File: src/pcie_pkg.sv
`default_nettype none
package pcie_pkg;
    localparam logic signed [31:0] Q_MIN = 32'sh8000_0000;
    localparam logic signed [31:0] Q_MAX = 32'sh7FFF_FFFF;

    localparam logic [2:0] K_VD = 3'd0;
    localparam logic [2:0] K_DD = 3'd1;
    localparam logic [2:0] K_DV = 3'd2;
    localparam logic [2:0] K_EE = 3'd3;
    localparam logic [2:0] K_ED = 3'd4;
    localparam logic [2:0] K_DE = 3'd5;

    localparam logic [3:0] F_WEIGHT = 4'd1;
    localparam logic [3:0] F_EMPTY  = 4'd2;
    localparam logic [3:0] F_NOBALL = 4'd4;
    localparam logic [3:0] F_DIVZ   = 4'd8;

    // one cell clip job handed from the front to the back
    typedef struct packed {
        logic               is_status;
        logic               last;
        logic [11:0]        cidx;
        logic signed [31:0] xc;
        logic signed [31:0] we;
        logic signed [31:0] c0;
        logic signed [31:0] c1;
        logic [3:0]         flags;
    } t_job;

    // one result word
    typedef struct packed {
        logic               is_status;
        logic [11:0]        cidx;
        logic [2:0]         k0;
        logic [2:0]         k1;
        logic signed [31:0] x0;
        logic signed [31:0] x1;
        logic [3:0]         flags;
        logic               last;
    } t_res;

    function automatic logic signed [31:0] sat32(input logic signed [34:0] v);
        if (v < 35'(Q_MIN)) return Q_MIN;
        if (v > 35'(Q_MAX)) return Q_MAX;
        return v[31:0];
    endfunction
endpackage
`default_nettype wire

File: src/pcie_out.sv
`default_nettype none
// registered output stage, one word deep
module pcie_out
    import pcie_pkg::*;
(
    input  wire   i_clk,
    input  wire   i_rst_n,
    input  wire   i_valid,
    output logic  o_ready,
    input  t_res  i_res,
    output logic  o_valid,
    input  wire   i_ready,
    output t_res  o_res
);
    logic r_full;
    t_res r_res;
    assign o_ready = !r_full || i_ready;
    assign o_valid = r_full;
    assign o_res = r_res;
    always_ff @(posedge i_clk) begin
        if (!i_rst_n) r_full <= 1'b0;
        else if (o_ready) begin
            r_full <= i_valid;
            if (i_valid) r_res <= i_res;
        end
    end
endmodule
`default_nettype wire

File: config.mk
export PLATFORM = sky130hd
export DESIGN_NAME = pcie_out
export DESIGN_NICKNAME = d
export VERILOG_FILES = /design/src/pcie_pkg.sv /design/src/pcie_out.sv
export SDC_FILE = /design/constraint.sdc
export NUM_CORES = 1
export LEC_CHECK = 0
export ABC_CLOCK_PERIOD_IN_PS = 9240
export BUFFER_PORTS_ARGS = -buffer_cell sky130_fd_sc_hd__buf_2
export CORE_ASPECT_RATIO = 1.1
export CORE_MARGIN = 2
export CORE_UTILIZATION = 40
export CTS_CLUSTER_SIZE = 12
export DETAILED_ROUTE_END_ITERATION = 7
export GPL_TIMING_DRIVEN = 1
export PLACE_DENSITY_LB_ADDON = 0.1
export SLEW_MARGIN = 0
export SYNTH_ARGS = -nofsm -noshare
export SYNTH_HDL_FRONTEND = slang
export SYNTH_SLANG_ARGS = --single-unit
File: constraint.sdc
create_clock -name i_clk -period 9.24 [get_ports i_clk]
set_clock_uncertainty 0.05 [all_clocks]
set_input_delay 0.462 -clock i_clk [delete_from_list [all_inputs] [get_ports i_clk]]
set_output_delay 0.462 -clock i_clk [all_outputs]
set_load 0.02 [all_outputs]
; Word level (Yosys, flattened, before mapping)
; Index checks and enable logic that the tools add are counted.
[word_totals]
regBits = 89
output_inout_bits = 90
[classes]
reduce_logical = 3
[op_table]
columns = cell, n
row1 = 3-bit AND reduction, 1
row2 = 1-bit zero test, 1
row3 = 1-bit logical OR, 1

; Longest topological paths before layout
[depth]
depth_word = 3
ltp_mapped = 2
ltp_nobuf = 2

; Worst setup path before layout
; No wires, ideal clock.
[synth_timing]
path_kind = in2reg
startpoint = in i_ready
endpoint = reg r_res (netlist bit o_res[0]), enable pin
arrival_time_ns = 2.725
required_time_ns = 8.733
path_slack_ns = 6.008
path_stages = 2
cell_sequence = nand2b_4 > and3_1
[synth_between]
elab_chain_len = 2
[synth_rtl]
columns = item, line
row1 = from (decl), pcie_out.sv:12  ; input wire i_ready,
row2 = 1-bit logical OR, pcie_out.sv:17  ; assign o_ready = !r_full || i_ready;
row3 = 3-bit AND reduction (no line), --
row4 = to (signal assigned), pcie_out.sv:24  ; if (i_valid) r_res <= i_res;
row5 = to (decl), pcie_out.sv:16  ; t_res r_res;
; No other way between the ends.
; A chain may end at the register's enable or synchronous reset.

; Final worst setup path
[layout_timing]
startpoint = reg r_full (netlist: o_valid)
endpoint = reg r_res (netlist bit o_res[62]), enable pin
[layout_between]
elab_chain_len = 3
[layout_rtl]
columns = item, line
row1 = from (decl), pcie_out.sv:15  ; logic r_full;
row2 = from (signal assigned), pcie_out.sv:23  ; r_full <= i_valid;
row3 = 1-bit zero test, pcie_out.sv:17
row4 = 1-bit logical OR, pcie_out.sv:17
row5 = 3-bit AND reduction (no line), --
; No other way between the ends.

==> impl_metrics.toml <==
[worst_setup_path]
cp.required_ns = 9.15
cp-start-kind = "register"
critical_path_class = "register to register"
endpoint_kind = "register"
cp_data_arrival_time_ns = 1.71
worstPathMaxFanout = 88

[layout]
instances_no_fill = 371
synthToLayoutAreaGrowth_pct = 44.2
drive_gt1_share_pct = 67.8
nNetsFinal = 377
antenna_cells = 0
n_fill_cell = 524
postLayoutCoreUtil_pct = 59.2
stdcell_area_mm2 = 0.00388

[hold_path]
holdCritPathClass = "primary input to register"

[placement]
gp_congestion = 0.699
dp_slack_ns = 7.16
dp_hpwl_um = 3860
dp.cells = 356
portBuffers = 181
placed_area_mm2 = 0.00371

[clocking]
htree_levels = 3
post_cts_buffers = 0
ctsResizeCount = 0
cts.reportedPaths.clkPinSlew_ns = 0.08
clock_latency_ns = 0.33
clkSinkCount = 89
cts_root_buf = "clkbuf_8"
hold_buffers = 0
cts_made_buffers = 9
cts_tree = "yes"
max-clock-path-buffers = 2

[synth]
syn-cell-area_mm2 = 0.00269
synthCells = 93
synth_nets = 185
synth_cell_types = 6
ys_warn_count = 0
synth.avg_cell_area_um2 = 29.0
ys_ff_latch = 89
seq_area_frac_synth_pct = 98.8

[sta]
setup_ws_ns = 7.44
max_freq_mhz = 556
fin_crit_ns = 1.80
hold_viol = 0
slew_viol_final = 0
tightest_slew_ns = 1.10
maxSlewHeadroom_pct = 26.9
rsz0062_at_grt = "no"
setup_viol = 0
whs_ns = 0.237
finalSetupTns_ns = 0
fin_crit_sh_pct = 19.5

[floorplanning]
die_y_um = 90.1
dieArea_mm2 = 0.00741
initial_core_util_pct = 41.1
rows = 31
io_pins = 182
core_mm2 = 0.00656
die_w_um = 82.2

[global_route]
grt_pass1_wl_um = 7360
antenna_found_initial = 0
grt_pass1_vias = 1530
gr-total-overflow = 0
grtUsageTotal_pct = 14.2
grt_start_max_net_pins = 89

[drt]
drtAntennaViolNets = 0
routedWlPerCell_um = 14.3
firstDrtPassIters = 4
vias = 1568
drt_iter0_markers = 74
vias_per_cell = 4.23
drc = 0
wirelength_um = 5300

[power_and_ir_drop]
p_per_area_mw_per_mm2 = 199
peakVddDrop_mv = 0.125
leakage_nw = 1.65
total_power_uw = 772

[flow_run]
max-cap-violations = 0

[status]
status = "completed"
-- final timing paths --
kind / startpoint / endpoint / slack, ns / depth (start not counted)
worst max-delay path: o_valid$_SDFFE_PN0P_ / o_res[62]$_DFFE_PP_ / 7.44 / 2
worst max register to register: o_valid$_SDFFE_PN0P_ / o_res[62]$_DFFE_PP_ / 7.44 / 2
worst min-delay path: i_res[7] / o_res[7]$_DFFE_PP_ / 0.24 / 1
worst min register to register: o_valid$_SDFFE_PN0P_ / o_valid$_SDFFE_PN0P_ / 0.45 / 2
-- cells in the final DEF, fill, tap and decap left out --
cell type / synthesis / final
dfxtp_1: 1 / 1
edfxtp_1: 88 / 88
clkbuf_8: 0 / 9
inv_1: 1 / 1
bufinv_16: 0 / 1
and3_4: 0 / 1
clkbuf_1: 0 / 2
a21boi_1: 1 / 1
buf_2: 0 / 181
nand2b_4: 1 / 1
clkinv_2: 0 / 3
-- worst max-delay path: stages, from the launching register on --
cell and delay [ns]:
dfxtp_1 0.33, nand2b_4 0.07, and3_4 0.92
-- registers in the layout, summed over array words and instances, names as in the netlist --
signal / count
o_res: 88
o_valid: 1
-- power by group --
| group | total [mW] | switching (mW) | internal, mW |
|---|---|---|---|
| combinational | 0.0633 | 0.0390 | 0.0243 |
| clock | 0.241 | 0.119 | 0.122 |
| sequential | 0.468 | 0.00356 | 0.464 |
| total | 0.772 | 0.161 | 0.611 |
-- synthesized netlist by cell type --
cell type | n | area, µm²
a21boi_1 | 1 | 7.51
inv_1 | 1 | 3.75
nand2b_4 | 1 | 13.8
and3_1 | 1 | 6.26
dfxtp_1 | 1 | 20.0
edfxtp_1 | 88 | 2640
-- routing by layer --
layer  up-vias  track usage [%]  share of wire, %
li1        756                -                 -
met4         0             7.36               2.3
met3        11             7.23                13
met5         -                0                 0
met1       699             13.5                34
met2       102             23.9                51
-- layout make-up --
type	instances	area (µm²)	area share, %
sequential	89	2660	68.6
multi-input combinational	3	32.5	0.838
tap	82	103	2.64
timing repair buffer	181	906	23.3
clock inverter	4	45.0	1.16
inverter	1	3.75	0.0966
clock buffer	11	131	3.38
-- cell families (layout without fill, tap and decap cells) --
kind of cell	Yosys count	after routing	synth area share, %
compound gates	1	1	0.279
simple gates	2	2	0.743
flops	89	89	98.8
buf+inv	1	197	0.139
Power figures use the tool's default switching activity.
