## config.mk

```make
export PLATFORM = sky130hd
export DESIGN_NAME = pcie_front
export DESIGN_NICKNAME = d
export VERILOG_FILES = /design/src/pcie_pkg.sv /design/src/pcie_div.sv /design/src/pcie_front.sv
export SDC_FILE = /design/constraint.sdc
export NUM_CORES = 1
export LEC_CHECK = 0
export ABC_CLOCK_PERIOD_IN_PS = 9300
export BUFFER_PORTS_ARGS = -buffer_cell sky130_fd_sc_hd__buf_2
export CAP_MARGIN = 10
export CORE_MARGIN = 5
export CORE_UTILIZATION = 56
export DETAILED_ROUTE_END_ITERATION = 12
export GPL_TIMING_DRIVEN = 0
export PLACE_DENSITY = 0.76
export SLEW_MARGIN = 30
export SYNTH_ARGS = -nofsm -noshare
export SYNTH_HDL_FRONTEND = slang
export SYNTH_SLANG_ARGS = --single-unit
export TNS_END_PERCENT = 50
```

## constraint.sdc

```tcl
create_clock -name i_clk -period 9.3 [get_ports i_clk]
set_input_delay 0 -clock i_clk [delete_from_list [all_inputs] [get_ports i_clk]]
set_output_delay 0 -clock i_clk [all_outputs]
set_load 0.005 [all_outputs]
```

## src/pcie_pkg.sv

```systemverilog
`default_nettype none
package pcie_pkg;
    localparam logic signed [31:0] Q_MIN = 32'sh8000_0000;
    localparam logic signed [31:0] Q_MAX = 32'sh7FFF_FFFF;

    localparam logic [2:0] K_VD = 3'd0;
    localparam logic [2:0] K_DD = 3'd1;
    localparam logic [2:0] K_DV = 3'd2;
    localparam logic [2:0] K_EE = 3'd3;
    localparam logic [2:0] K_ED = 3'd4;
    localparam logic [2:0] K_DE = 3'd5;

    localparam logic [3:0] F_WEIGHT = 4'd1;
    localparam logic [3:0] F_EMPTY  = 4'd2;
    localparam logic [3:0] F_NOBALL = 4'd4;
    localparam logic [3:0] F_DIVZ   = 4'd8;

    // one cell clip job handed from the front to the back
    typedef struct packed {
        logic               is_status;
        logic               last;
        logic [11:0]        cidx;
        logic signed [31:0] xc;
        logic signed [31:0] we;
        logic signed [31:0] c0;
        logic signed [31:0] c1;
        logic [3:0]         flags;
    } t_job;

    // one result word
    typedef struct packed {
        logic               is_status;
        logic [11:0]        cidx;
        logic [2:0]         k0;
        logic [2:0]         k1;
        logic signed [31:0] x0;
        logic signed [31:0] x1;
        logic [3:0]         flags;
        logic               last;
    } t_res;

    function automatic logic signed [31:0] sat32(input logic signed [34:0] v);
        if (v < 35'(Q_MIN)) return Q_MIN;
        if (v > 35'(Q_MAX)) return Q_MAX;
        return v[31:0];
    endfunction
endpackage
`default_nettype wire

```

## src/pcie_div.sv

```systemverilog
`default_nettype none
// restoring divider, one quotient bit a cycle, truncation toward zero
module pcie_div
    import pcie_pkg::*;
(
    input  wire                i_clk,
    input  wire                i_rst_n,
    input  wire                i_start,
    input  wire signed [48:0]  i_num,
    input  wire signed [32:0]  i_den,
    output logic               o_done,
    output logic signed [49:0] o_quo
);
    logic [48:0] r_q;
    logic [49:0] r_rem;
    logic [32:0] r_den;
    logic        r_neg;
    logic [5:0]  r_cnt;
    logic        r_busy;
    logic [49:0] w_sh;
    logic [49:0] w_sub;

    assign w_sh  = {r_rem[48:0], r_q[48]};
    assign w_sub = w_sh - {17'd0, r_den};

    always_ff @(posedge i_clk) begin
        if (!i_rst_n) begin
            r_busy <= 1'b0;
            o_done <= 1'b0;
        end else begin
            o_done <= 1'b0;
            if (i_start) begin
                r_busy <= 1'b1;
                r_cnt  <= 6'd49;
                r_q    <= i_num[48] ? 49'(-i_num) : i_num;
                r_den  <= i_den[32] ? 33'(-i_den) : i_den;
                r_neg  <= i_num[48] ^ i_den[32];
                r_rem  <= '0;
            end else if (r_busy) begin
                if (!w_sub[49]) begin
                    r_rem <= w_sub;
                    r_q   <= {r_q[47:0], 1'b1};
                end else begin
                    r_rem <= w_sh;
                    r_q   <= {r_q[47:0], 1'b0};
                end
                r_cnt <= r_cnt - 6'd1;
                if (r_cnt == 6'd1) begin
                    r_busy <= 1'b0;
                    o_done <= 1'b1;
                end
            end
        end
    end

    assign o_quo = r_neg ? -$signed({1'b0, r_q}) : $signed({1'b0, r_q});
endmodule
`default_nettype wire

```

## src/pcie_front.sv

```systemverilog
`default_nettype none
// boundary computation and per-site bookkeeping, one site at a time
module pcie_front
    import pcie_pkg::*;
#(
    parameter int MAX_CELLS = 4096
) (
    input  wire                i_clk,
    input  wire                i_rst_n,
    input  wire                i_valid,
    output logic               o_ready,
    input  wire signed [31:0]  i_pos,
    input  wire signed [31:0]  i_w,
    input  wire                i_fin,
    output logic               o_job_valid,
    input  wire                i_job_ready,
    output t_job               o_job
);
    localparam int CW = $clog2(MAX_CELLS);
    localparam logic [CW-1:0] CMAX = CW'(MAX_CELLS - 1);

    localparam logic [2:0] S_IDLE = 3'd0;
    localparam logic [2:0] S_DIV  = 3'd1;
    localparam logic [2:0] S_J1   = 3'd2;
    localparam logic [2:0] S_J2   = 3'd3;
    localparam logic [2:0] S_J3   = 3'd4;

    logic [2:0]         r_st;
    logic signed [31:0] r_pos, r_w, r_ppos, r_pw, r_pb, r_c1;
    logic               r_fin, r_have, r_halt;
    logic [CW-1:0]      r_cnt;
    logic               r_div_go;
    logic               w_div_done;
    logic signed [49:0] w_quo;
    logic signed [50:0] w_sum;
    logic signed [50:0] w_half;
    logic signed [31:0] w_c1;
    logic [11:0]        w_cell;

    pcie_div u_div (
        .i_clk(i_clk), .i_rst_n(i_rst_n), .i_start(r_div_go),
        .i_num(49'(($signed({r_w[31], r_w}) - $signed({r_pw[31], r_pw}))) <<< 16),
        .i_den(33'($signed({r_pos[31], r_pos}) - $signed({r_ppos[31], r_ppos}))),
        .o_done(w_div_done), .o_quo(w_quo)
    );

    assign w_sum  = 51'(r_pos) + 51'(r_ppos) - 51'(w_quo);
    assign w_half = (w_sum + (w_sum[50] ? 51'sd1 : 51'sd0)) >>> 1;
    // boundary saturated from the full-width half sum
    assign w_c1   = (w_half > 51'(Q_MAX)) ? Q_MAX :
                    (w_half < 51'(Q_MIN)) ? Q_MIN : w_half[31:0];
    assign w_cell = 12'(r_cnt);
    assign o_ready = (r_st == S_IDLE);

    always_comb begin
        o_job_valid = 1'b0;
        o_job = '0;
        o_job.cidx = w_cell;
        case (r_st)
            S_J1: begin
                o_job_valid = 1'b1;
                o_job.last = !r_fin;
                o_job.xc = r_ppos; o_job.we = r_pw; o_job.c0 = r_pb; o_job.c1 = r_c1;
            end
            S_J2: begin
                o_job_valid = 1'b1;
                o_job.xc = r_pos; o_job.we = r_w; o_job.c0 = r_pb; o_job.c1 = Q_MAX;
            end
            S_J3: begin
                o_job_valid = 1'b1;
                o_job.is_status = 1'b1;
                o_job.last = 1'b1;
                o_job.flags = r_halt ? F_DIVZ : 4'd0;
            end
            default: ;
        endcase
    end

    always_ff @(posedge i_clk) begin
        if (!i_rst_n) begin
            r_st <= S_IDLE; r_have <= 1'b0; r_halt <= 1'b0; r_cnt <= '0;
            r_ppos <= '0; r_pw <= '0; r_pb <= Q_MIN; r_div_go <= 1'b0;
        end else begin
            r_div_go <= 1'b0;
            case (r_st)
                S_IDLE: if (i_valid) begin
                    r_pos <= i_pos; r_w <= i_w; r_fin <= i_fin;
                    if (r_halt) begin
                        r_st <= i_fin ? S_J3 : S_IDLE;
                    end else if (r_have && i_pos == r_ppos) begin
                        r_halt <= 1'b1;
                        r_st <= i_fin ? S_J3 : S_IDLE;
                    end else if (r_have) begin
                        r_div_go <= 1'b1;
                        r_st <= S_DIV;
                    end else begin
                        r_ppos <= i_pos; r_pw <= i_w; r_have <= 1'b1;
                        r_st <= i_fin ? S_J2 : S_IDLE;
                    end
                end
                S_DIV: if (w_div_done) begin
                    r_c1 <= w_c1;
                    r_st <= S_J1;
                end
                S_J1: if (i_job_ready) begin
                    r_pb <= r_c1; r_ppos <= r_pos; r_pw <= r_w;
                    if (r_cnt != CMAX) r_cnt <= r_cnt + 1'b1;
                    r_st <= r_fin ? S_J2 : S_IDLE;
                end
                S_J2: if (i_job_ready) r_st <= S_J3;
                S_J3: if (i_job_ready) begin
                    r_st <= S_IDLE; r_have <= 1'b0; r_halt <= 1'b0; r_cnt <= '0;
                    r_ppos <= '0; r_pw <= '0; r_pb <= Q_MIN;
                end
                default: r_st <= S_IDLE;
            endcase
        end
    end
endmodule
`default_nettype wire

```

# Word level (Yosys, flattened, before mapping)
# Cells that the tools add are included.
[word_totals]
ff_bits = 351
input_bits = 69
wordCells = 137
[classes]
addsub = 11
magnitude_cmp = 2
eq_ne = 16
mux = 63
n_bitwise = 5
n_reduce_logical = 20
[ops]
columns = ["cell", "count"]
rows = [
  ["$mux W32", 15],
  ["$pmux W128 S2", 1],
  ["$mux W49", 5],
  ["$pmux W32 S3", 2],
  ["$sub A32 B32 Y33", 2],
  ["$pmux W32 S2", 1],
  ["$add A51 B2 Y51", 1],
  ["$sub A33 B50 Y51", 1],
  ["$gt A50 B32 Y1 const B", 1],
  ["$lt A50 B32 Y1 const B", 1],
  ["$mux W50", 1],
  ["$neg A49 Y50", 1],
  ["$sub A50 B33 Y50", 1],
  ["$neg A49 Y49", 1],
  ["$mux W12", 3],
  ["$add A32 B32 Y33", 1],
  ["$neg A33 Y33", 1],
  ["$eq A32 B32 Y1", 1],
  ["$mux W3", 8],
  ["$pmux W12 S2", 1],
  ["$mux W1", 16],
  ["$ne A2 B2 Y1 const B", 8],
  ["$pmux W3 S5", 1],
  ["$add A12 B1 Y12 const B", 1],
  ["25 further kinds", 42],
]

# Logic depth before layout (Yosys ltp)
[logic_depth]
word_depth = 7
ltp_mapped = 35

# Modules after synthesis
# From an unflattened synthesis, not the netlist that was laid out.
[unflattened]
hier_cells = 3416
hier_area_um2 = 29216.8
[modules_own_cells]
columns = ["mod", "instances", "cells_each", "area_per_inst_um2", "seq_area_each_um2"]
rows = [
  ["pcie_front", 1, 2291, 18895.6, 5195.0],
  ["pcie_div", 1, 1125, 10321.1, 4184.0],
]

# Worst setup path before layout
# No wires, ideal clock.
[synth_path]
path_type = "reg2reg"
start = "reg u_div.r_q[3]"
end = "reg r_c1[1] (data pin)"
setup_ns = 0.259
arrival_ns = 8.432
required_ns = 9.041
path_slack_ns = 0.609
stages_incl_launch_ff = 34
n_path_buf = 3
synth_period_minus_slack_ns = 8.691
path_cell_list = "edfxtp_1 or4_1 or3_1 or3_1 nor3_2 nand4_1 or3_1 or3_1 nor2b_1 nand3_1 o31ai_1 xor2_1 fa_1 ha_1 clkbuf_1 a21oi_1 o21ai_1 nor2b_1 a211o_1 or4_1 a31oi_1 ha_1 and3_1 clkbuf_1 and4_1 nor4b_1 nand3_1 or2_1 a211oi_2 a31oi_1 nor4b_2 a41o_2 buf_12 o21ai_2"
[synth_via]
elab_chain_cells = 7
word_cells_on_any_way = 8
[synth_rtl]
columns = ["item", "line_no", "text"]
rows = [
  ["start, declared", "pcie_div.sv:14", "logic [48:0] r_q;"],
  ["start signal, assigned", "pcie_div.sv:35", "r_q <= i_num[48] ? 49'(-i_num) : i_num;"],
  ["start signal, assigned", "pcie_div.sv:42", "r_q <= {r_q[47:0], 1'b1};"],
  ["start signal, assigned", "pcie_div.sv:45", "r_q <= {r_q[47:0], 1'b0};"],
  ["$neg A49 Y50", "pcie_div.sv:56", "assign o_quo = r_neg ? -$signed({1'b0, r_q}) : $signed({1'b0, r_q});"],
  ["$mux W50 (*)", "pcie_div.sv:56", ""],
  ["$sub A33 B50 Y51 (*)", "pcie_front.sv:47", "assign w_sum = 51'(r_pos) + 51'(r_ppos) - 51'(w_quo);"],
  ["$mux W1", "pcie_front.sv:48", "assign w_half = (w_sum + (w_sum[50] ? 51'sd1 : 51'sd0)) >>> 1;"],
  ["$add A51 B2 Y51 (*)", "pcie_front.sv:48", ""],
  ["$lt A50 B32 Y1", "pcie_front.sv:51", "(w_half < 51'(Q_MIN)) ? Q_MIN : w_half[31:0];"],
  ["$mux W32", "pcie_front.sv:51", ""],
  ["end signal, assigned", "pcie_front.sv:102", "r_c1 <= w_c1;"],
  ["end, declared", "pcie_front.sv:29", "logic signed [31:0] r_pos, r_w, r_ppos, r_pw, r_pb, r_c1;"],
]
# Mark *: on every way between the ends. The rest lies on a longest branch, timed or not.
# A chain may end at the register's enable or synchronous reset.

# Final worst setup path
[layout_path]
start = "reg u_div.r_q[5]"
end = "reg r_c1[30] (data pin)"
# Same word-level chain as after synthesis.

==> run metrics <==
dpl cells=4,199; H-tree levels=2; Hold Path Stages=2; Pre-Repair DR Iteration Count=9; status=finished clean; Initial DRC Count=2,575; Core ar.=51,090 um2; Achievable Freq=108.5 MHz; fin util=65.50%; fin cells=4,369; Critical Path End Type=register; worst vdd ir=0.0001834 V; hold crit path type=in2reg; Hold Path Sink=r_w[21]; Num CTS Buffers=41; Routed WL=86.01 mm; Cell Pwr Density=289.0 nW/um2; Fin. Hold Viols=0; end of the worst register-to-register path=r_c1[30]; Pleak=13.74 nW; RSZ-0062 raised after global routing=true; commonest non-fill, non-tap cell in the layout=nor2_1; initial antenna violation count=9; dominant synthesized flop cell=edfxtp_1; register area share after synthesis=32.56%; PortBufs=212; HP Start=i_w[21]; Yosys top cell area share=24.50%; Initial Util=56.38%; CP max FO=10; fin crit share=99.13%; root buf cell=clkbuf_16; crit path launch type=register; Area Overhead vs Synth=16.17%; crit path kind=reg2reg; die area=56,080 um2; largest stage delay on the critical path=620 ps; synth unique cells=103; Required @ worst endpoint=9740 ps; vias per inst=6.049; Vias=26,427; ranking of synthesized cells by area=edfxtp_1, dfxtp_1, ha_1; warnings from Yosys=0; Min Hold Slack=136.3 ps; Tot GR Track Use=29.24%; min Tclk post-route=9219 ps; Post-synth EDFFs=235; Ports=217; DRC viols=0; reg2reg start=u_div.r_q[5]; RePlAce Congestion=0.9734; post-synthesis register bit count=351; clock sinks=351; Async SR Flop Fraction=0%; gate count after technology mapping=3,295; Remaining Overflow, GRT=0; Cell Rows=83; MaxCap Viol Count=0; r2r setup slk=80 ps; Worst-Margin Slew=1058 ps; Max transition margin=29.50%; die width=236.8 um; CTS tree=done; largest area contributor in the netlist=edfxtp_1; worst clock skew=15.43 ps; Final Max Tran Viols=0; commonest non-fill, non-tap cells in the layout=nor2_1, nand2_1, edfxtp_1, buf_2, a21oi_1; largest net degree at the start of global routing=43; deepest clock path buffer count=3; first-pass GRT wire length=134.2 mm; layout cells sized above 1=13.14%; vias in the first global route=24,812; remaining antenna violation count after routing=0; Critical-path top delay cell=fa_1; height of the chip=236.8 um; path depth of the worst reg2reg path=33; post-detail-place hpwl=65.14 mm; CP arrival=9650 ps; Mapped Area=28,810 um2; CTS clk-pin slew, worst paths=60 ps; post-synthesis area per instance=8.742 um2; wire length per cell=19.69 um; endpoints failing setup=0; clock latency on the worst-skew pair=590 ps; Nets=3,929
[critical path: cells and delay by family, from the launching register on]
| family | cells | cell delay [ps] |
|---|---|---|
| and+or+nand+nor | 16 | 4780 |
| DFF | 1 | 430 |
| AOI/OAI and AO/OA | 8 | 1800 |
| adders and majority gates | 3 | 1050 |
| xor gates and xnor gates | 2 | 360 |
| buffers and inverters | 4 | 640 |
[timing repair]
item	in CTS	in global routing
endpoints found under the hold margin	135	0
setup buffers	11	16
hold buffers	70	0
pin swaps	18	21
gates resized for setup	45	23
endpoints found under the setup margin	32	32
[worst max-delay path by stage]
stage                            start  endpoint  depth (start not counted)
after floorplan           u_div.r_q[3]   r_c1[1]                         33
after CTS                 u_div.r_q[5]  r_c1[23]                         33
after global routing      u_div.r_q[5]  r_c1[19]                         32
final                     u_div.r_q[5]  r_c1[30]                         33
after detailed placement  u_div.r_q[3]   r_c1[0]                         32
after global placement    u_div.r_q[3]  r_c1[28]                         32
[routing by layer]
| layer | wire length [um] | global-route usage, % | part of all wire (%) | vias up |
|---|---|---|---|---|
| li1 | - | - | - | 12605 |
| met1 | 36140 | 39.55 | 42 | 12506 |
| met2 | 39180 | 47.37 | 46 | 1127 |
| met3 | 8072 | 6.499 | 9.4 | 187 |
| met4 | 2618 | 8.588 | 3.0 | 2 |
| met5 | 7 | 0 | 0.0081 | - |
[kinds of logic after synthesis]
group | share of synthesized area [%]
mux | 2.732
other cells | 0.01302
xor+xnor | 9.456
simple gates | 19.58
fa+ha+maj | 10.42
buf+inv | 4.787
flops | 32.56
compound gates | 20.46
[registers in the layout (all words and copies together), names as in the netlist]
register	flops
r_c1	32
r_cnt	12
r_div_go	1
r_fin	1
r_halt	1
r_have	1
r_pb	32
r_pos	32
r_ppos	32
r_pw	32
r_st	3
r_w	32
u_div.o_done	1
u_div.r_busy	1
u_div.r_cnt	6
u_div.r_den	33
u_div.r_neg	1
u_div.r_q	49
u_div.r_rem	49
[cells in the mapped netlist (all sizes together) (10+ instances only)]
library cell / n
o21a: 20
a211oi: 18
a21o: 77
buf: 35
and3: 27
ha: 155
a22oi: 69
xor2: 136
nor3: 62
nand2: 331
clkbuf: 130
dfxtp: 116
or3: 37
nor2: 334
xnor2: 175
and4: 10
fa: 53
nor2b: 39
or2: 14
and2: 52
edfxtp: 235
nor4: 31
o211ai: 14
o211a: 66
nand2b: 27
o21ai: 145
nand4: 49
mux2i: 73
inv: 173
or4: 14
a21oi: 221
a21boi: 38
a31oi: 21
o21bai: 27
o31ai: 39
nand3: 101
[stage by stage]
step	cell area (um2)	worst slack [ps]	setup TNS (ps)	power [mW]
6_report	33460	80.70	0	9.671
5_1_grt	33460	-176.7	-4806	10.34
4_1_cts	33240	27.17	0	9.523
3_5_place_dp	30900	-1607	-50150	7.756
3_3_place_gp	30730	-1595	-49720	7.667
2_1_floorplan	28810	608.6	0	6.437
[power breakdown]
part	total (mW)	internal (mW)	switching [mW]
sequential	2.17	1.97	0.203
clock	1.63	0.946	0.681
combinational	5.87	2.29	3.58
total	9.67	5.21	4.46
[area by class of cell]
class	instances	area, um2
Multi-Input combinational cell	2608	18420
Fill cell	4384	17630
Sequential cell	351	9380
Timing Repair Buffer	319	2112
Clock buffer	58	1151
Tap cell	680	850.8
Buffer	158	723.2
Inverter	173	649.4
Clock inverter	17	168.9
Antenna cell	5	12.51
Power figures use the tool's default switching activity.
