`src/pcie_pkg.sv`:
```
`default_nettype none
package pcie_pkg;
    localparam logic signed [31:0] Q_MIN = 32'sh8000_0000;
    localparam logic signed [31:0] Q_MAX = 32'sh7FFF_FFFF;

    localparam logic [2:0] K_VD = 3'd0;
    localparam logic [2:0] K_DD = 3'd1;
    localparam logic [2:0] K_DV = 3'd2;
    localparam logic [2:0] K_EE = 3'd3;
    localparam logic [2:0] K_ED = 3'd4;
    localparam logic [2:0] K_DE = 3'd5;

    localparam logic [3:0] F_WEIGHT = 4'd1;
    localparam logic [3:0] F_EMPTY  = 4'd2;
    localparam logic [3:0] F_NOBALL = 4'd4;
    localparam logic [3:0] F_DIVZ   = 4'd8;

    // one cell clip job handed from the front to the back
    typedef struct packed {
        logic               is_status;
        logic               last;
        logic [11:0]        cidx;
        logic signed [31:0] xc;
        logic signed [31:0] we;
        logic signed [31:0] c0;
        logic signed [31:0] c1;
        logic [3:0]         flags;
    } t_job;

    // one result word
    typedef struct packed {
        logic               is_status;
        logic [11:0]        cidx;
        logic [2:0]         k0;
        logic [2:0]         k1;
        logic signed [31:0] x0;
        logic signed [31:0] x1;
        logic [3:0]         flags;
        logic               last;
    } t_res;

    function automatic logic signed [31:0] sat32(input logic signed [34:0] v);
        if (v < 35'(Q_MIN)) return Q_MIN;
        if (v > 35'(Q_MAX)) return Q_MAX;
        return v[31:0];
    endfunction
endpackage
`default_nettype wire

```
`src/pcie_sqrt.sv`:
```
`default_nettype none
// bit-pair integer square root, one result bit a cycle
module pcie_sqrt (
    input  wire         i_clk,
    input  wire         i_rst_n,
    input  wire         i_start,
    input  wire  [63:0] i_val,
    output logic        o_done,
    output logic [31:0] o_root
);
    logic [63:0] r_v;
    logic [65:0] r_rem;
    logic [31:0] r_root;
    logic [5:0]  r_cnt;
    logic        r_busy;
    logic [65:0] w_tr;
    logic [65:0] w_sub;

    assign w_tr  = {r_rem[63:0], r_v[63:62]};
    assign w_sub = w_tr - {32'd0, r_root, 2'b01};

    always_ff @(posedge i_clk) begin
        if (!i_rst_n) begin
            r_busy <= 1'b0;
            o_done <= 1'b0;
        end else begin
            o_done <= 1'b0;
            if (i_start) begin
                r_busy <= 1'b1;
                r_cnt  <= 6'd32;
                r_v    <= i_val;
                r_rem  <= '0;
                r_root <= '0;
            end else if (r_busy) begin
                r_v <= {r_v[61:0], 2'b00};
                if (!w_sub[65]) begin
                    r_rem  <= w_sub;
                    r_root <= {r_root[30:0], 1'b1};
                end else begin
                    r_rem  <= w_tr;
                    r_root <= {r_root[30:0], 1'b0};
                end
                r_cnt <= r_cnt - 6'd1;
                if (r_cnt == 6'd1) begin
                    r_busy <= 1'b0;
                    o_done <= 1'b1;
                end
            end
        end
    end

    assign o_root = r_root;
endmodule
`default_nettype wire

```
`src/pcie_back.sv`:
```
`default_nettype none
// clips one cell against ball and cut ball, emits sub-intervals and status
module pcie_back
    import pcie_pkg::*;
(
    input  wire         i_clk,
    input  wire         i_rst_n,
    input  wire  [30:0] i_eps,
    input  wire         i_job_valid,
    output logic        o_job_ready,
    input  t_job        i_job,
    output logic        o_valid,
    input  wire         i_ready,
    output t_res        o_res
);
    localparam logic [2:0] S_IDLE = 3'd0;
    localparam logic [2:0] S_RB   = 3'd1;
    localparam logic [2:0] S_RE   = 3'd2;
    localparam logic [2:0] S_PLAN = 3'd3;
    localparam logic [2:0] S_EMIT = 3'd4;

    logic [2:0]         r_st;
    t_job               r_job;
    logic [3:0]         r_err;
    logic signed [33:0] r_b0, r_b1, r_e0, r_e1;
    logic               r_cut;
    logic [63:0]        r_wq;
    logic [61:0]        r_ee;
    logic               r_sq_go;
    logic               w_sq_done;
    logic [31:0]        w_root;
    logic signed [33:0] w_lo, w_hi;
    // up to three planned intervals
    logic [1:0]         r_n, r_i;
    logic [2:0]         r_k0 [3];
    logic [2:0]         r_k1 [3];
    logic signed [33:0] r_x0 [3];
    logic signed [33:0] r_x1 [3];
    logic [1:0]         n_n;
    logic [2:0]         n_k0 [3];
    logic [2:0]         n_k1 [3];
    logic signed [33:0] n_x0 [3];
    logic signed [33:0] n_x1 [3];
    logic signed [33:0] c0, c1;

    pcie_sqrt u_sqrt (
        .i_clk(i_clk), .i_rst_n(i_rst_n), .i_start(r_sq_go),
        .i_val((r_st == S_IDLE || r_st == S_RB) && !r_cut ? r_wq : r_wq - 64'(r_ee)),
        .o_done(w_sq_done), .o_root(w_root)
    );

    assign c0 = 34'(r_job.c0);
    assign c1 = 34'(r_job.c1);
    // center minus and plus the current root, signed
    assign w_lo = 34'($signed(r_job.xc)) - $signed(34'(w_root));
    assign w_hi = 34'($signed(r_job.xc)) + $signed(34'(w_root));

    always_comb begin
        n_n = '0;
        for (int k = 0; k < 3; k++) begin
            n_k0[k] = K_DD; n_k1[k] = K_DD; n_x0[k] = c0; n_x1[k] = c1;
        end
        if (r_cut) begin
            if (c0 > r_e1) begin
                n_n = 2'd1; n_x0[0] = c0;
                if (c1 < r_b1) n_x1[0] = c1;
                else begin n_k1[0] = K_DV; n_x1[0] = r_b1; end
            end else if (c0 > r_e0) begin
                n_k0[0] = K_EE; n_x0[0] = c0;
                if (c1 < r_e1) begin
                    n_n = 2'd1; n_k1[0] = K_EE; n_x1[0] = c1;
                end else begin
                    n_n = 2'd2; n_k1[0] = K_ED; n_x1[0] = r_e1;
                    n_k0[1] = K_ED; n_x0[1] = r_e1;
                    if (c1 < r_b1) begin n_k1[1] = K_DD; n_x1[1] = c1; end
                    else begin n_k1[1] = K_DV; n_x1[1] = r_b1; end
                end
            end else begin
                n_k0[0] = (c0 > r_b0) ? K_DD : K_VD;
                n_x0[0] = (c0 > r_b0) ? c0 : r_b0;
                if (c1 < r_e0) begin
                    n_n = 2'd1; n_k1[0] = (c0 > r_b0) ? K_DE : K_DD; n_x1[0] = c1;
                end else begin
                    n_k1[0] = K_DE; n_x1[0] = r_e0;
                    n_k0[1] = K_DE; n_x0[1] = r_e0;
                    if (c1 < r_e1) begin
                        n_n = 2'd2; n_k1[1] = K_EE; n_x1[1] = c1;
                    end else begin
                        n_n = 2'd3; n_k1[1] = K_ED; n_x1[1] = r_e1;
                        n_k0[2] = K_ED; n_x0[2] = r_e1;
                        if (c1 < r_b1) begin n_k1[2] = K_DD; n_x1[2] = c1; end
                        else begin n_k1[2] = K_DV; n_x1[2] = r_b1; end
                    end
                end
            end
        end else begin
            n_n = 2'd1;
            if (c0 < r_b0) begin n_k0[0] = K_VD; n_x0[0] = r_b0; end
            if (c1 > r_b1) begin n_k1[0] = K_DV; n_x1[0] = r_b1; end
        end
    end

    assign o_job_ready = (r_st == S_IDLE);

    always_comb begin
        o_valid = (r_st == S_EMIT);
        o_res = '0;
        o_res.cidx = r_job.cidx;
        if (r_job.is_status) begin
            o_res.is_status = 1'b1;
            o_res.flags = r_err;
            o_res.last = 1'b1;
        end else begin
            o_res.k0 = r_k0[r_i];
            o_res.k1 = r_k1[r_i];
            o_res.x0 = sat32(35'(r_x0[r_i]));
            o_res.x1 = sat32(35'(r_x1[r_i]));
            o_res.last = r_job.last && (r_i + 2'd1 == r_n);
        end
    end

    always_ff @(posedge i_clk) begin
        if (!i_rst_n) begin
            r_st <= S_IDLE; r_err <= '0; r_sq_go <= 1'b0; r_cut <= 1'b0;
        end else begin
            r_sq_go <= 1'b0;
            case (r_st)
                S_IDLE: if (i_job_valid) begin
                    r_job <= i_job;
                    r_cut <= 1'b0;
                    r_wq  <= {i_job.we[31:0], 16'd0, 16'd0} >> 16;
                    r_ee  <= 62'(i_eps) * 62'(i_eps);
                    if (i_job.is_status) begin
                        // a halted set reports division by zero alone
                        if (i_job.flags == F_DIVZ) r_err <= F_DIVZ;
                        r_st <= S_EMIT;
                    end
                    else if (i_job.c0 >= i_job.c1) r_err <= r_err | F_EMPTY;
                    else if (i_job.we <= 0) r_err <= r_err | F_WEIGHT;
                    else begin r_sq_go <= 1'b1; r_st <= S_RB; end
                end
                S_RB: if (w_sq_done) begin
                    r_b0 <= w_lo;
                    r_b1 <= w_hi;
                    if (c0 >= w_hi || c1 <= w_lo) begin
                        r_err <= r_err | F_NOBALL; r_st <= S_IDLE;
                    end else if (32'(i_eps) < w_root) begin
                        r_cut <= 1'b1; r_sq_go <= 1'b1; r_st <= S_RE;
                    end else r_st <= S_PLAN;
                end
                S_RE: if (w_sq_done) begin
                    r_e0 <= w_lo;
                    r_e1 <= w_hi;
                    r_st <= S_PLAN;
                end
                S_PLAN: begin
                    r_n <= n_n; r_i <= '0;
                    for (int k = 0; k < 3; k++) begin
                        r_k0[k] <= n_k0[k]; r_k1[k] <= n_k1[k];
                        r_x0[k] <= n_x0[k]; r_x1[k] <= n_x1[k];
                    end
                    r_st <= S_EMIT;
                end
                S_EMIT: if (i_ready) begin
                    if (r_job.is_status) begin
                        r_err <= '0; r_st <= S_IDLE;
                    end else if (r_i + 2'd1 == r_n) r_st <= S_IDLE;
                    else r_i <= r_i + 2'd1;
                end
                default: r_st <= S_IDLE;
            endcase
        end
    end
endmodule
`default_nettype wire

```
`config.mk`:
```
export PLATFORM = sky130hd
export DESIGN_NAME = pcie_back
export DESIGN_NICKNAME = d
export VERILOG_FILES = /design/src/pcie_pkg.sv /design/src/pcie_sqrt.sv /design/src/pcie_back.sv
export SDC_FILE = /design/constraint.sdc
export NUM_CORES = 2
export LEC_CHECK = 0
export BUFFER_PORTS_ARGS = -buffer_cell sky130_fd_sc_hd__buf_2
export CAP_MARGIN = 0
export CORE_UTILIZATION = 60
export CTS_CLUSTER_SIZE = 25
export DETAILED_ROUTE_END_ITERATION = 8
export PLACE_DENSITY = 0.78
export SYNTH_ARGS = -nofsm -noshare
export SYNTH_HDL_FRONTEND = slang
export SYNTH_SLANG_ARGS = --single-unit
```
`constraint.sdc`:
```
create_clock -name i_clk -period 31.3 [get_ports i_clk]
set_input_delay 1.565 -clock i_clk [delete_from_list [all_inputs] [get_ports i_clk]]
set_output_delay 1.565 -clock i_clk [all_outputs]
set_load 0.01 [all_outputs]
```
Word level (Yosys, flattened, before mapping)
Memories as Yosys holds them, arrays and structs flattened. A register that Yosys moved wholly into a read port is not among the register bits.
Cells that the tools add are included.
- word-level logic and storage cells: 237
- flip-flop bits (word level): 521
- output and inout port bits: 90
- RAM bits: 222
- memories kept: 4
- multiplexer cells: 128
- equality and inequality tests: 25
- reduce and logical (&&, ||, !) cells: 25
- multiply operators: 1
- bitwise logic cells: 4
- $lt $le $gt $ge: 17
- add/sub/neg operators: 6
- memories (memory ; depth ; width ; read ports ; clocked after memory_dff ; wr ports ; line ; text):
    r_x0 ; 3 ; 34 ; 1 ; 1 ; 3 ; pcie_back.sv:37 ; logic signed [33:0] r_x0 [3];
    r_x1 ; 3 ; 34 ; 1 ; 1 ; 3 ; pcie_back.sv:38 ; logic signed [33:0] r_x1 [3];
    r_k0 ; 3 ; 3 ; 1 ; 1 ; 3 ; pcie_back.sv:35 ; logic [2:0] r_k0 [3];
    r_k1 ; 3 ; 3 ; 1 ; 1 ; 3 ; pcie_back.sv:36 ; logic [2:0] r_k1 [3];
- operator list (cell ; count):
    $mux 68 ; 8
    $mux 34 ; 14
    $mux 64 ; 5
    $mux 32 ; 9
    $gt 32x34->1 ; 4
    $lt 32x34->1 ; 4
    $mux 70 ; 1
    $gt 34x32->1 const B ; 2
    $lt 34x32->1 const B ; 2
    $sub 66x34->66 ; 1
    $mux 3 ; 21
    $sub 48x62->63 ; 1
    $mul 31x31->62 ; 1
    $mux 6 ; 7
    $mux 1 ; 36
    $add 32x33->34 ; 1
    $ge 32x34->1 ; 1
    $le 32x34->1 ; 1
    $sub 32x33->34 ; 1
    $ge 32x32->1 ; 1
    $le 32x1->1 const B ; 1
    $lt 31x32->1 ; 1
    $mux 2 ; 14
    $mux 4 ; 6
    other kinds (33) ; 63

Longest topological paths before layout
- depth in word-level cells: 8
- depth in mapped cells: 32
- mapped depth without buffers: 30

Modules after synthesis
A second synthesis with hierarchy kept.
- cell total of the unflattened synthesis: 7605
- area, all modules: 75916.6 um^2
- modules (own cells, without submodules) (module ; sequential area each (um^2) ; instances ; cells each ; area each (um^2)):
    pcie_back ; 16946.3 ; 1 ; 6692 ; 66137.2
    pcie_sqrt ; 5024.8 ; 1 ; 913 ; 9779.4

Worst setup path before layout
Ideal clock, no wire load.
- kind: input to register
- start point: in i_rst_n
- end point: mem r_k0[0][0], enable pin
- cell stages on the path: 3
- library setup time: 800 ps
- buffers on the path: 1
- setup slack: 19568 ps
- arrival time: 10932 ps
- cell sequence: clkbuf_1 > nand2_1 > nor2_1
- RTL lines (what ; line ; text):
    start, declared ; pcie_back.sv:7 ; input wire i_rst_n,
    end, declared ; pcie_back.sv:35 ;

Final worst setup path
- start point: in i_eps[6]
- end point: reg r_ee[60], data pin
- longest elaborated chain between the ends: 1
- ends and longest elaborated chain (what ; line ; text):
    start, declared ; pcie_back.sv:8 ; input wire [30:0] i_eps,
    $mul 31x31->62 ; pcie_back.sv:132 ; r_ee <= 62'(i_eps) * 62'(i_eps);
    end signal, assigned ; pcie_back.sv:132 ;
    end, declared ; pcie_back.sv:28 ; logic [61:0] r_ee;
No other way between the ends.
A chain may end at the register's enable or synchronous reset.

==> run summary <==
Vias per cell: 6.065
Grt met1 use: 0.4126
Final nets: 9014
Sink Count: 735
CP Launch Point: i_eps[6]
Syn_nets: 8887
YS warnings: 0
Max Cap Viol: 0
CP max-delay cell: o221ai_1
Io pins: 271
HPWL Detailed: 155.6 mm
Minimum clock period: 10.03 ns
Final setup vio count: 0
Initial Utilization: 0.6076
Largest net degree at the start of global routing: 83
Synth Cell Area: 73090 um^2
R2R Path Start: u_sqrt.o_root[1]$_SDFFCE_PP0P_
Share of flip-flops with an asynchronous set or reset: 0
Fin Clk Skew: 0.05288 ns
Final Non-Filler Cells: 9032
TritonRoute pass-1 iters: 7
TritonCTS buffer count: 83
Iter 0 DRT Violations: 5327
H-tree levels: 3
Fillers: 9485
Status: complete, no violations
Routed wire per std cell: 22.69 um
Slew @ Worst Pin: 1.206 ns
Max_slew headroom: 0.1948
Hold Crit Start: r_err[3]$_SDFFE_PN0P_
Crit path largest cell delay: 0.63 ns
TNS Setup: 0 ns
Post-cts resize count: 0
Port bufs: 270
Tcrit/Tclk final: 0.3205
Global-route wire length before repair: 314.9 mm
Antenna violations before repair: 7
Core ar.: 120300 um^2
Cell count after synthesis: 7219
Final GP Congestion: 0.9673
Die W: 351.0 um
Root Buffer: clkbuf_16
EDFF count, synth: 722
RSZ-0062 raised after global routing: no
Post-DRT Antenna Nets: 0
Share of cells above drive strength 1: 0.09103
Post-placement cell count: 8873
GRT Residual Overflow: 0
Gr usage total: 0.3363
Register area share after synthesis: 0.3002
Die Y: 351.0 um
Worst Setup Path Type: in -> reg
Busiest grt layer: met2
FP Rows: 127
Final Hold Vio Count: 0
Maximum fanout along the worst path: 26
Most frequent cell on the critical path: fa_1
Via count of the first global-routing pass: 56012
M3 GR Usage: 0.05838
Met2 GRT Util: 0.5525
Post-Syn Area per Cell: 10.12 um^2
Top FF cell, synth: edfxtp_1
Clk_lat worst skew: 0.70 ns
Setup Fix Bufs, Post-CTS: 0
CTS tree: yes
Die ar.: 123200 um^2
Post-synthesis register bit count: 735
WP data arrival: 10.45 ns
Clk buf depth: 3
Clk slew on worst S/H paths: 0.06 ns
Worst min path class: reg -> reg
Fin. max-slew vios: 0
Routed WL: 204.9 mm
Unique masters post-synth: 96
Smallest hold slack: 0.4774 ns
CP Data Required Time: 31.72 ns
Peak Freq: 99.68 MHz
CP Launch Type: input pin
DR vias: 54777
CP endpoint kind: register
Synth-to-Final Area Change: 7.622%
# hold bufs at CTS: 0
Drc violations: 0
metal layers:
| metal | wire length (um) | vias to the layer above |
|---|---|---|
| met5 | 46 | - |
| met4 | 14140 | 6 |
| met3 | 18530 | 655 |
| met2 | 96290 | 2703 |
| met1 | 75910 | 26825 |
| li1 | - | 24588 |
kinds of logic after synthesis:
group | Yosys count | share of synthesized area
multiplexers | 247 | 0.03619
flip-flops | 735 | 0.3002
AO/OA/AOI/OAI | 1335 | 0.1142
adder cells (fa/ha/maj) | 1487 | 0.3319
XOR/XNOR | 252 | 0.03030
buffers and inverters | 1634 | 0.08495
AND/OR/NAND/NOR | 1529 | 0.1023
sequential cells by signal, indices dropped and copies added (netlist names), 2 cells and up, named ones only:
name	cells
r_x1	102
u_sqrt.r_v	63
r_st	3
r_job	34
r_ee	61
r_b1	33
u_sqrt.r_cnt	6
c0	32
r_x0	102
r_e0	34
r_e1	33
r_k0	5
o_res	12
u_sqrt.r_rem	64
r_b0	34
r_i	2
r_k1	8
c1	32
r_err	4
u_sqrt.o_root	32
r_wq	32
worst paths after layout:
path	to	slack [ns]	cells after the start
max	r_ee[60]$_DFFE_PP_	21.27	26
min	r_err[3]$_SDFFE_PN0P_	0.48	2
max reg2reg	r_sq_go$_SDFF_PN0_	22.80	25
min reg2reg	r_err[3]$_SDFFE_PN0P_	0.48	2
area by class of cell:
class | instances | area, um^2 | area share
Tap cell | 1612 | 2017 | 0.02564
Antenna cell | 5 | 12.51 | 0.0001591
Clock buffer | 96 | 2168 | 0.02757
Sequential cell | 735 | 21950 | 0.2791
Clock inverter | 58 | 596.8 | 0.007588
Inverter | 1348 | 5060 | 0.06433
Timing Repair Buffer | 328 | 1787 | 0.02272
Multi-Input combinational cell | 4850 | 45060 | 0.5729
worst max-delay path: cells and delay by family:
family	cells	cell delay (ns)
fa+ha+maj	9	4.25
compound gates	9	2.82
xor+xnor	1	0.09
simple gates	2	0.48
buf+inv	5	1.19
cell usage after synthesis (all sizes together) (39+ instances only):
library cell / count / area, um^2
ha: 734 / 9184
nor2b: 54 / 337.8
nor3: 74 / 375.4
mux2: 138 / 1554
edfxtp: 722 / 21680
a21oi: 463 / 2317
o22ai: 74 / 462.9
inv: 1346 / 5052
a211oi: 39 / 292.8
nand3: 55 / 275.3
xnor2: 153 / 1348
xor2: 99 / 867.1
nand2b: 49 / 306.5
o21ai: 272 / 1361
nand2: 489 / 1843
nor2: 370 / 1413
a21o: 171 / 1284
fa: 753 / 15070
mux2i: 109 / 1091
and2: 185 / 1157
nand4: 83 / 534.3
clkbuf: 248 / 930.9
cell usage in the layout, fill, tap and decap left out, types with 109 or more instances in the layout:
cell,Yosys,routed
edfxtp_1,722,722
and2_1,185,185
nor2_1,368,365
mux2_2,138,138
ha_1,734,734
inv_1,1343,1343
o21ai_0,262,262
nand2_1,488,486
mux2i_1,109,109
fa_1,753,753
buf_2,12,270
a21o_1,171,171
a21oi_1,463,459
xnor2_1,152,152
metrics by stage:
stage          area (um^2)  worst slack, ns  utilization
2_1_floorplan        73090            19.57            -
3_3_place_gp         75880            20.97       0.6308
3_5_place_dp         75880            20.77       0.6308
4_1_cts              78640            21.46       0.6538
5_1_grt              78650            20.91       0.6538
6_report             78660            21.27       0.6539
Power is not shown: default switching activity piles up to over one toggle a cycle in this logic, so the estimate is an artifact.
